<file path="config.mk">
export PLATFORM = sky130hd
export DESIGN_NAME = cascaded_reload_timer_bank_top
export DESIGN_NICKNAME = d
export VERILOG_FILES = /design/src/crtb_pkg.sv /design/src/crtb_cell.sv /design/src/crtb_outbuf.sv /design/src/cascaded_reload_timer_bank_top.sv
export SDC_FILE = /design/constraint.sdc
export NUM_CORES = 1
export LEC_CHECK = 0
export BUFFER_PORTS_ARGS = -buffer_cell sky130_fd_sc_hd__buf_2
export CAP_MARGIN = 20
export CORE_ASPECT_RATIO = 1.5
export CORE_MARGIN = 2
export CORE_UTILIZATION = 54
export CTS_BUF_LIST = sky130_fd_sc_hd__clkbuf_4
export DETAILED_ROUTE_END_ITERATION = 8
export PLACE_DENSITY = 0.71
export SYNTH_ARGS = -nofsm -noshare
export SYNTH_HDL_FRONTEND = slang
export SYNTH_SLANG_ARGS = --single-unit
</file>
<file path="constraint.sdc">
create_clock -name clk -period 18.9 [get_ports clk]
set_clock_uncertainty 0.15 [all_clocks]
set_input_delay 3.78 -clock clk [delete_from_list [all_inputs] [get_ports clk]]
set_output_delay 3.78 -clock clk [all_outputs]
set_load 0.1 [all_outputs]
</file>
<file path="src/crtb_pkg.sv">
package crtb_pkg;

  localparam int TIMER_SLOTS = 4;
  localparam int NUM_TIMERS_DEF = 4;
  localparam int COUNT_W = 16;
  localparam int PRESCALE_W = 10;
  localparam int SEL_W = 2;
  localparam int NIBBLE_W = 4;
  localparam int CFG_IDX_W = 3;
  localparam int IN_W = 8;
  localparam int OUT_W = 2 * TIMER_SLOTS + TIMER_SLOTS * COUNT_W;

  // nibble layout
  localparam int NIB_CASCADE = 2;
  localparam int NIB_START = 3;

  localparam logic [COUNT_W-1:0] COUNT_MAX = '1;

  // prescale periods 1, 64, 256, 1024
  localparam logic [PRESCALE_W-1:0] PERIOD_MASK [2**SEL_W] = '{
    10'd0, 10'd63, 10'd255, 10'd1023
  };

  typedef enum logic [CFG_IDX_W-1:0] {
    REG_RELOAD_ZERO   = 3'd0,
    REG_RELOAD_ONE    = 3'd1,
    REG_RELOAD_TWO    = 3'd2,
    REG_RELOAD_THREE  = 3'd3,
    REG_TIMER_CONTROL = 3'd4
  } reg_idx_t;

  typedef struct packed {
    logic                ld_reload;
    logic                ld_ctrl;
    logic [COUNT_W-1:0]  data;
  } cell_cfg_t;

  typedef struct packed {
    logic                  step;
    logic                  ime;
    logic [2**SEL_W-1:0]   hit;
  } cell_ctl_t;

endpackage

</file>
<file path="src/crtb_cell.sv">
module crtb_cell #(
  parameter bit CASCADE_EN = 1'b1
) (
  input  logic                          clk,
  input  logic                          rst,
  input  crtb_pkg::cell_cfg_t           cfg,
  input  crtb_pkg::cell_ctl_t           ctl,
  input  logic                          carry_in,
  output logic                          carry_out,
  output logic                          irq,
  output logic [crtb_pkg::COUNT_W-1:0]  count_next
);

  logic [crtb_pkg::COUNT_W-1:0]  count;
  logic [crtb_pkg::COUNT_W-1:0]  reload;
  logic [crtb_pkg::NIBBLE_W-1:0] nibble;
  logic                          cascade;
  logic                          inc;

  assign cascade = CASCADE_EN && nibble[crtb_pkg::NIB_CASCADE];

  always_comb begin
    inc = 1'b0;
    if (ctl.step && nibble[crtb_pkg::NIB_START]) begin
      if (cascade) begin
        inc = carry_in;
      end else begin
        inc = ctl.hit[nibble[crtb_pkg::SEL_W-1:0]];
      end
    end
  end

  assign carry_out = inc && (count == crtb_pkg::COUNT_MAX);
  assign irq = carry_out && ctl.ime;

  always_comb begin
    count_next = count;
    if (inc) begin
      count_next = carry_out ? reload : count + 1'b1;
    end
  end

  always_ff @(posedge clk) begin
    if (rst) begin
      count  <= '0;
      reload <= '0;
      nibble <= '0;
    end else begin
      if (cfg.ld_reload) begin
        reload <= cfg.data;
      end
      if (cfg.ld_ctrl) begin
        nibble <= cfg.data[crtb_pkg::NIBBLE_W-1:0];
        count  <= reload;
      end else begin
        count <= count_next;
      end
    end
  end

endmodule

</file>
<file path="src/crtb_outbuf.sv">
module crtb_outbuf #(
  parameter int W = crtb_pkg::OUT_W
) (
  input  logic         clk,
  input  logic         rst,
  input  logic         in_valid,
  output logic         in_ready,
  input  logic [W-1:0] in_data,
  output logic         out_valid,
  input  logic         out_ready,
  output logic [W-1:0] out_data
);

  logic [W-1:0] d0;
  logic [W-1:0] d1;
  logic [1:0]   fill;
  logic         push;
  logic         pop;

  assign in_ready  = (fill != 2'd2);
  assign out_valid = (fill != 2'd0);
  assign out_data  = d0;
  assign push = in_valid && in_ready;
  assign pop  = out_valid && out_ready;

  always_ff @(posedge clk) begin
    if (rst) begin
      fill <= '0;
    end else begin
      fill <= fill + {1'b0, push} - {1'b0, pop};
    end
  end

  always_ff @(posedge clk) begin
    if (pop) begin
      if (fill == 2'd2) begin
        d0 <= d1;
        if (push) begin
          d1 <= in_data;
        end
      end else if (push) begin
        d0 <= in_data;
      end
    end else if (push) begin
      if (fill == 2'd0) begin
        d0 <= in_data;
      end else begin
        d1 <= in_data;
      end
    end
  end

endmodule

</file>
<file path="src/cascaded_reload_timer_bank_top.sv">
// Channel  Dir  Handshake                      Payload
// s_axis   in   s_axis_tvalid/s_axis_tready    tick, master_irq_enable
// m_axis   out  m_axis_tvalid/m_axis_tready    overflow_mask, irq_mask, count_zero..three
// cfg      in   cfg_valid/cfg_ready            cfg_index, cfg_data
//
// One beat per cycle while s_axis_tready is high: a tick is applied the cycle it
// is accepted and its result is registered into a two-entry output buffer.
// The overflow carry ripples through the timer cells within that cycle.
// s_axis_tready drops only while both buffer entries wait on m_axis.
// rst (synchronous) clears counters, reloads, control and prescaler.
module cascaded_reload_timer_bank_top #(
  parameter int NUM_TIMERS = crtb_pkg::NUM_TIMERS_DEF
) (
  input  logic                            clk,
  input  logic                            rst,
  input  logic                            s_axis_tvalid,
  output logic                            s_axis_tready,
  // [0] tick, [1] master_irq_enable, [7:2] zero
  input  logic [crtb_pkg::IN_W-1:0]       s_axis_tdata,
  output logic                            m_axis_tvalid,
  input  logic                            m_axis_tready,
  // [3:0] overflow_mask, [7:4] irq_mask, [23:8] count_zero,
  // [39:24] count_one, [55:40] count_two, [71:56] count_three
  output logic [crtb_pkg::OUT_W-1:0]      m_axis_tdata,
  input  logic                            cfg_valid,
  output logic                            cfg_ready,
  input  logic [crtb_pkg::CFG_IDX_W-1:0]  cfg_index,
  input  logic [crtb_pkg::COUNT_W-1:0]    cfg_data
);

  localparam int S = crtb_pkg::TIMER_SLOTS;
  localparam int CW = crtb_pkg::COUNT_W;

  logic [crtb_pkg::PRESCALE_W-1:0] prescale;
  logic [crtb_pkg::PRESCALE_W-1:0] prescale_next;
  logic                            accept;
  logic                            cfg_we;
  crtb_pkg::cell_ctl_t             ctl;
  logic [S:0]                      carry;
  logic [S-1:0]                    ovf;
  logic [S-1:0]                    irq;
  logic [S*CW-1:0]                 counts;
  logic [crtb_pkg::OUT_W-1:0]      result;

  assign cfg_ready = 1'b1;
  assign cfg_we = cfg_valid && cfg_ready;

  assign accept = s_axis_tvalid && s_axis_tready;
  assign prescale_next = prescale + 1'b1;

  always_comb begin
    ctl.step = accept && s_axis_tdata[0];
    ctl.ime  = s_axis_tdata[1];
    for (int s = 0; s < 2**crtb_pkg::SEL_W; s++) begin
      ctl.hit[s] = ((prescale_next & crtb_pkg::PERIOD_MASK[s]) == '0);
    end
  end

  always_ff @(posedge clk) begin
    if (rst) begin
      prescale <= '0;
    end else if (ctl.step) begin
      prescale <= prescale_next;
    end
  end

  assign carry[0] = 1'b0;

  for (genvar i = 0; i < S; i++) begin : g_slot
    if (i < NUM_TIMERS) begin : g_cell
      crtb_pkg::cell_cfg_t cfg;
      always_comb begin
        cfg.ld_reload = cfg_we &&
          (cfg_index == crtb_pkg::CFG_IDX_W'(int'(crtb_pkg::REG_RELOAD_ZERO) + i));
        cfg.ld_ctrl = cfg_we && (cfg_index == crtb_pkg::REG_TIMER_CONTROL);
        // control write hands each cell its own nibble; reload takes the full word
        cfg.data = cfg.ld_ctrl ? (cfg_data >> (crtb_pkg::NIBBLE_W * i)) : cfg_data;
      end
      crtb_cell #(
        .CASCADE_EN (i > 0)
      ) u_cell (
        .clk        (clk),
        .rst        (rst),
        .cfg        (cfg),
        .ctl        (ctl),
        .carry_in   (carry[i]),
        .carry_out  (carry[i+1]),
        .irq        (irq[i]),
        .count_next (counts[i*CW +: CW])
      );
      assign ovf[i] = carry[i+1];
    end else begin : g_absent
      assign carry[i+1] = 1'b0;
      assign ovf[i] = 1'b0;
      assign irq[i] = 1'b0;
      assign counts[i*CW +: CW] = '0;
    end
  end

  assign result = {counts, irq, ovf};

  crtb_outbuf #(
    .W (crtb_pkg::OUT_W)
  ) u_outbuf (
    .clk       (clk),
    .rst       (rst),
    .in_valid  (accept),
    .in_ready  (s_axis_tready),
    .in_data   (result),
    .out_valid (m_axis_tvalid),
    .out_ready (m_axis_tready),
    .out_data  (m_axis_tdata)
  );

endmodule

</file>
==> results of run 1 <==
layer usage:
layer  wire (µm)  global-route usage
met5           0                   0
met2       17400               0.453
met4        1360               0.130
met3        2110              0.0502
met1       14300               0.332
cell usage in the layout (no fill, tap or decap), types with 9 or more instances in the layout:
cell,count
a211oi_1,20
a21o_1,13
a21oi_1,130
a31oi_1,31
and2_1,22
and3_1,29
buf_2,98
buf_4,15
clkbuf_4,105
clkinv_1,16
dfxtp_1,155
edfxtp_1,144
inv_1,50
mux2_2,26
mux2i_1,12
nand2_1,275
nand3_1,79
nand4_1,15
nor2_1,123
nor3_1,19
o21a_1,9
o21ai_0,68
o22ai_1,18
o31ai_1,12
xnor2_1,10
flip-flops by register name, indices dropped and copies added (netlist names):
signal and cells:
u_outbuf.fill 2, prescale 10, g_slot.g_cell.u_cell.reload 64, g_slot.g_cell.u_cell.nibble 15, u_outbuf.d1 72, g_slot.g_cell.u_cell.count 64
u_outbuf.out_data 72
cells in the mapped netlist, drive strengths merged, types with 20 or more instances:
cell and count:
mux2 26, o21ai 72, a31oi 31, a211oi 21, dfxtp 155, and3 31
nor3 20, edfxtp 144, clkbuf 78, and2 22, nand3 82, nand2 275
inv 50, a21oi 132, nor2 124
through the flow:
step           utilization  power (mW)  hold slack (ns)  worst slack (ns)  std cells
3_3_place_gp         0.577        1.35            0.294             11.35       1833
2_1_floorplan            -        1.28            0.286              9.14       1481
6_report             0.613        1.86            0.312             11.92       1960
4_1_cts              0.612        1.88            0.313             12.05       1958
5_1_grt              0.613        1.93            0.329             11.87       1960
3_5_place_dp         0.577        1.36            0.306             11.33       1833
critical path, cell delays in order:
cell       delay (ns)
buf_2            0.12
and3_1           0.50
nand3_1          0.14
a2111o_1         0.52
a21oi_1          0.63
o21ai_2          0.29
a2111oi_0        0.62
mux2_2           0.43
mux2_2           0.26
logic make-up after synthesis:
group | after synthesis | synth area share
AOI/OAI and AO/OA | 375 | 0.173
xor gates and xnor gates | 16 | 0.0102
adders and majority gates | 8 | 0.00731
buffers and inverters | 138 | 0.0381
DFF | 299 | 0.543
muxes | 38 | 0.0302
other | 1 | 0.000274
and+or+nand+nor | 606 | 0.198
worst max path at each step:
| stage | startpoint | end | slack, ns | depth (start not counted) |
|---|---|---|---|---|
| after floorplan | m_axis_tready | u_outbuf.d1[0]$_DFFE_PP_ | 9.14 | 1 |
| after global placement | s_axis_tvalid | u_outbuf.out_data[68]$_DFFE_PP_ | 11.35 | 9 |
| after detailed placement | s_axis_tvalid | u_outbuf.out_data[68]$_DFFE_PP_ | 11.33 | 9 |
| after CTS | s_axis_tvalid | u_outbuf.out_data[68]$_DFFE_PP_ | 12.05 | 9 |
| after global routing | s_axis_tvalid | u_outbuf.out_data[68]$_DFFE_PP_ | 11.87 | 9 |
| final | s_axis_tvalid | u_outbuf.out_data[68]$_DFFE_PP_ | 11.92 | 9 |
power by group:
group          switching (mW)  internal [mW]
Combinational           0.488         0.0655
Clock                   0.251          0.268
Sequential             0.0246          0.764
cell type report:
class                   count  share of cell area
clock inverters            20             0.00671
multi-input cells        1044               0.378
inverters                  50              0.0123
repair buffers            113              0.0394
flip-flops and latches    299               0.486
diodes                      1            0.000164
well taps                 328              0.0268
clock buffers             105              0.0515
==> metrics.md, run 1 <==
| Metric | Value |
|---|---|
| Slew @ Worst Pin | `between 1 and 1.5 ns` |
| Top_reg_cell synth | `dfxtp_1` |
| Area of the mapped netlist | `13,700 µm²` |
| Gr ovfl total | `0` |
| Chip width | `134 µm` |
| Ranking of synthesized cells by area | `edfxtp_1, dfxtp_1, nand2_1, a21oi_1, nor2_1` |
| Flops & latches, synth | `299` |
| Final Instance Area | `15,300 µm²` |
| CTS resizes | `0` |
| Worst-path clk slew | `0.07 ns` |
| Num CTS Buffers | `70` |
| Worst slew margin relative to its limit | `0.317` |
| Synth cell types | `72` |
| Max VDD drop | `0.0828 mV` |
| Sequential Area | `approximately 7400 µm²` |
| P per Cell Area | `122 nW/µm²` |
| H-tree depth | `3` |
| Syn nets | `~1,500` |
| RSZ-0062 raised after global routing | `no` |
| DP HPWL | `22,800 µm` |
| Crit path arrival time | `~7.3 ns` |
| Clock Path Buffers | `3` |
| Hold path start | `g_slot[2].g_cell.u_cell.reload[13]$_SDFFE_PP0P_` |
| CTS tree | `done` |
| Fillcell total | `between 2,000 and 2,500` |
| F_max | `around 140 MHz` |
| Share of the synthesized area in the top cell type | `0.316` |
| Status | `completed` |
| WS Path Type | `in -> reg` |
| Multi-input gate area | `5770 µm²` |
| Port bufs | `99` |
| Io pins | `about 110` |
| 1st-iter DRT viols | `1,028` |
| Reg2reg end | `u_outbuf.out_data[68]$_DFFE_PP_` |
| Die height | `199 µm` |
| Fin. Hold Viols | `0` |
| CP endpoint kind | `flip-flop` |
| Synth async-reset ratio | `0` |
| Reg2reg start | `prescale[0]$_SDFFE_PP0P_` |
| Pin count of the biggest net entering global routing | `89` |
| Post-CTS Setup Bufs | `0` |
| Fin crit period | `6.98 ns` |
| Period Utilization, post-route | `0.369` |
| DIE AREA | `~27,000 µm²` |
| YS warnings | `0` |
| Initial Utilization | `0.548` |
| Syn Area/Cell | `between 9 and 10 µm²` |
| CP startpoint kind | `input port` |
| Final antenna-violating net count | `0` |
| Vias in the first global route | `10,800` |
| Area delta synth->final | `11.8%` |
| Post-synth EDFFs | `144` |
| Area leader, netlist | `edfxtp_1` |
| Static leakage | `5.98 nW` |
| Dpl cell area | `14,400 µm²` |
| # setup viols final | `0` |
| Initial antenna violation count | `1` |
| Final TNS setup | `0 ns` |
| Root Buffer | `clkbuf_4` |
| CP Data Required Time | `19.22 ns` |
| DRC viols | `0` |
| DR vias/cell | `5.86` |
| Layout cell share with drive strength beyond 1 | `0.167` |
| Hold endpoint | `g_slot[2].g_cell.u_cell.reload[13]$_SDFFE_PP0P_` |
| Routed Wire Length | `35,200 µm` |
| CORE AREA | `25,000 µm²` |
| Avg WL per Cell | `18.0 µm` |
| CTS Hold Bufs | `0` |
| Maximum fanout along the worst path | `11` |
| Via count | `about 11,000` |
| Count of pins over their slew limit | `0` |
| DRT Pass-1 Iters | `7` |
| GP Congestion | `approximately 0.9` |
| Layout Nets | `1,618` |
| Hold depth | `2` |
| Gr usage total | `0.269` |
| Sinks on Clock Net | `299` |
| Worst Reg-to-Reg Cells | `10` |
| Global-route wire length before repair | `between 50,000 and 60,000 µm` |
| Row count | `71` |
| Max-cap violations | `0` |
| Sequential share of the synthesized area | `0.543` |
| Worst R2R Setup Slack | `14.28 ns` |
| Gate Count Post-Synth | `1,481` |
| Hold WC Path Type | `reg -> reg` |
| Clock latency on the worst-skew pair | `0.70 ns` |
Note: power is estimated with default switching activity, not from simulation.
==> run 2, diff against run 1 <==
==> constraint.sdc (replaced) <==
create_clock -name clk -period 6.94 [get_ports clk]
set_clock_uncertainty 0.15 [all_clocks]
set_input_delay 1.388 -clock clk [delete_from_list [all_inputs] [get_ports clk]]
set_output_delay 1.388 -clock clk [all_outputs]
set_load 0.1 [all_outputs]
==> run 2 against run 1 <==
Sequential power grew to 2.7 times the previous value. Utilization increased by 0.37 points. Global-route usage fell by 0.33 points. Final area rose by 0.60%. Non-clock buffer count stayed put. Power rose to 2.8 times the previous value. Die area did not move. Via count increased by 0.36%. Clock power increased to 2.9 times the previous value. Sequential share of layout area fell by 0.29 points. Wire length is 0.12% lower. Critical path type unchanged. Critical endpoint unchanged. Highest routed layer unchanged.
==> metrics.md, run 2 (synthesis gave the netlist of run 1 again) <==
| Metric | Value |
|---|---|
| Via count | `~12,000` |
| P per Cell Area | `334 nW/µm²` |
| Hold WC Path Type | `reg -> reg` |
| Count of pins over their slew limit | `0` |
| Sequential Area | `7430 µm²` |
| H-tree depth | `3` |
| Initial Utilization | `0.548` |
| Pin count of the biggest net entering global routing | `77` |
| Port bufs | `99` |
| Maximum fanout along the worst path | `11` |
| Avg WL per Cell | `17.9 µm` |
| Max VDD drop | `between 0.2 and 0.3 mV` |
| CTS Hold Bufs | `0` |
| Post-CTS Setup Bufs | `0` |
| Chip width | `134 µm` |
| CORE AREA | `25,000 µm²` |
| Max-cap violations | `0` |
| Initial antenna violation count | `1` |
| Fin. Hold Viols | `0` |
| Num CTS Buffers | `70` |
| Layout cell share with drive strength beyond 1 | `0.171` |
| Crit path arrival time | `4.97 ns` |
| Row count | `71` |
| Io pins | `about 110` |
| 1st-iter DRT viols | `1,258` |
| Fillcell total | `2,189` |
| Commonest non-fill, non-tap cells in the layout | `nand2_1, dfxtp_1, edfxtp_1` |
| RSZ-0062 raised after global routing | `no` |
| Multi-input gate area | `5780 µm²` |
| CP startpoint kind | `input port` |
| Worst-path clk slew | `~0.070 ns` |
| Vias in the first global route | `~11,000` |
| CTS resizes | `0` |
| Final core utilization | `0.616` |
| Clock latency on the worst-skew pair | `slightly above 0.7 ns` |
| Routed Wire Length | `35,200 µm` |
| Slew @ Worst Pin | `1.05 ns` |
| Final TNS setup | `0 ns` |
| DRT Pass-1 Iters | `5` |
| Layout Nets | `1,618` |
| Area delta synth->final | `12.4%` |
| Final antenna-violating net count | `0` |
| DIE AREA | `between 20,000 and 30,000 µm²` |
| DP HPWL | `23,100 µm` |
| Root Buffer | `clkbuf_4` |
| Status | `completed` |
| Fin crit period | `about 4.7 ns` |
| # setup viols final | `0` |
| WS Path Type | `in -> reg` |
| Period Utilization, post-route | `0.674` |
| F_max | `between 200 and 250 MHz` |
| CP endpoint kind | `flip-flop` |
| Die height | `199 µm` |
| CP Data Required Time | `7.23 ns` |
| Clock Path Buffers | `3` |
| DR vias/cell | `about 5.9` |
| Worst slew margin relative to its limit | `0.298` |
| Commonest non-fill, non-tap cell in the layout | `nand2_1` |
| Gr usage total | `0.265` |
| CTS tree | `done` |
| Gr ovfl total | `0` |
| DRC viols | `0` |
| Static leakage | `approximately 6 nW` |
| Sinks on Clock Net | `299` |
| Global-route wire length before repair | `55,800 µm` |
| GP Congestion | `0.882` |
==> run 2: cell count changes in the layout (fill, tap and decap cells not counted), sizes merged <==
cell / before / now
clkinv: 17 / 15
clkbuf: 105 / 111
bufinv: 1 / 2
diode: 1 / 2
==> run 2: critical path: stages <==
cell and delay [ns]:
buf_2 0.12, and3_1 0.49, nand3_1 0.14, a2111o_1 0.52, a21oi_1 0.66, o21ai_2 0.30, a2111oi_0 0.67, mux2_2 0.42
mux2_2 0.26
==> run 2: final timing paths <==
| kind | startpoint | end | slack (ns) | depth (start not counted) |
|---|---|---|---|---|
| worst max-delay path | s_axis_tvalid | u_outbuf.out_data[68]$_DFFE_PP_ | 2.26 | 9 |
| worst min-delay path | g_slot[0].g_cell.u_cell.reload[10]$_SDFFE_PP0P_ | g_slot[0].g_cell.u_cell.count[10]$_SDFF_PP0_ | 0.31 | 2 |
| worst max register to register | prescale[0]$_SDFFE_PP0P_ | u_outbuf.out_data[68]$_DFFE_PP_ | 2.29 | 10 |
| worst min register to register | g_slot[0].g_cell.u_cell.reload[10]$_SDFFE_PP0P_ | g_slot[0].g_cell.u_cell.count[10]$_SDFF_PP0_ | 0.31 | 2 |
==> run 2: power by group <==
part | total [mW] | internal [mW] | switching (mW)
sequential | 2.14 | 2.08 | 0.0636
clock | 1.48 | 0.803 | 0.679
combinational | 1.52 | 0.185 | 1.33
==> run 2: per-stage QoR <==
step	hold WS (ns)	power [mW]	instance area, µm²	setup slack [ns]	instances
after floorplan	0.286	3.48	13700	1.62	1481
after global placement	0.295	3.69	14400	1.82	1832
after detailed placement	0.304	3.70	14400	1.73	1833
after CTS	0.313	5.17	15400	2.41	1963
after global routing	0.336	5.34	15400	2.11	1965
final	0.311	5.14	15400	2.26	1966
==> run 2: final cells by class <==
| type | count | area share |
|---|---|---|
| Clock inverter | 19 | 0.00805 |
| Inverter | 50 | 0.0122 |
| Multi-Input combinational cell | 1044 | 0.376 |
| Tap cell | 328 | 0.0267 |
| Clock buffer | 111 | 0.0542 |
| Antenna cell | 2 | 0.000325 |
| Timing Repair Buffer | 113 | 0.0403 |
| Sequential cell | 299 | 0.483 |
==> run 2: metal layers <==
layer	GRT usage	part of all wire	vias up
met5	0	0	-
met4	0.120	0.033	0
met3	0.0451	0.060	84
met2	0.447	0.49	434
met1	0.334	0.41	5441
li1	-	-	5567
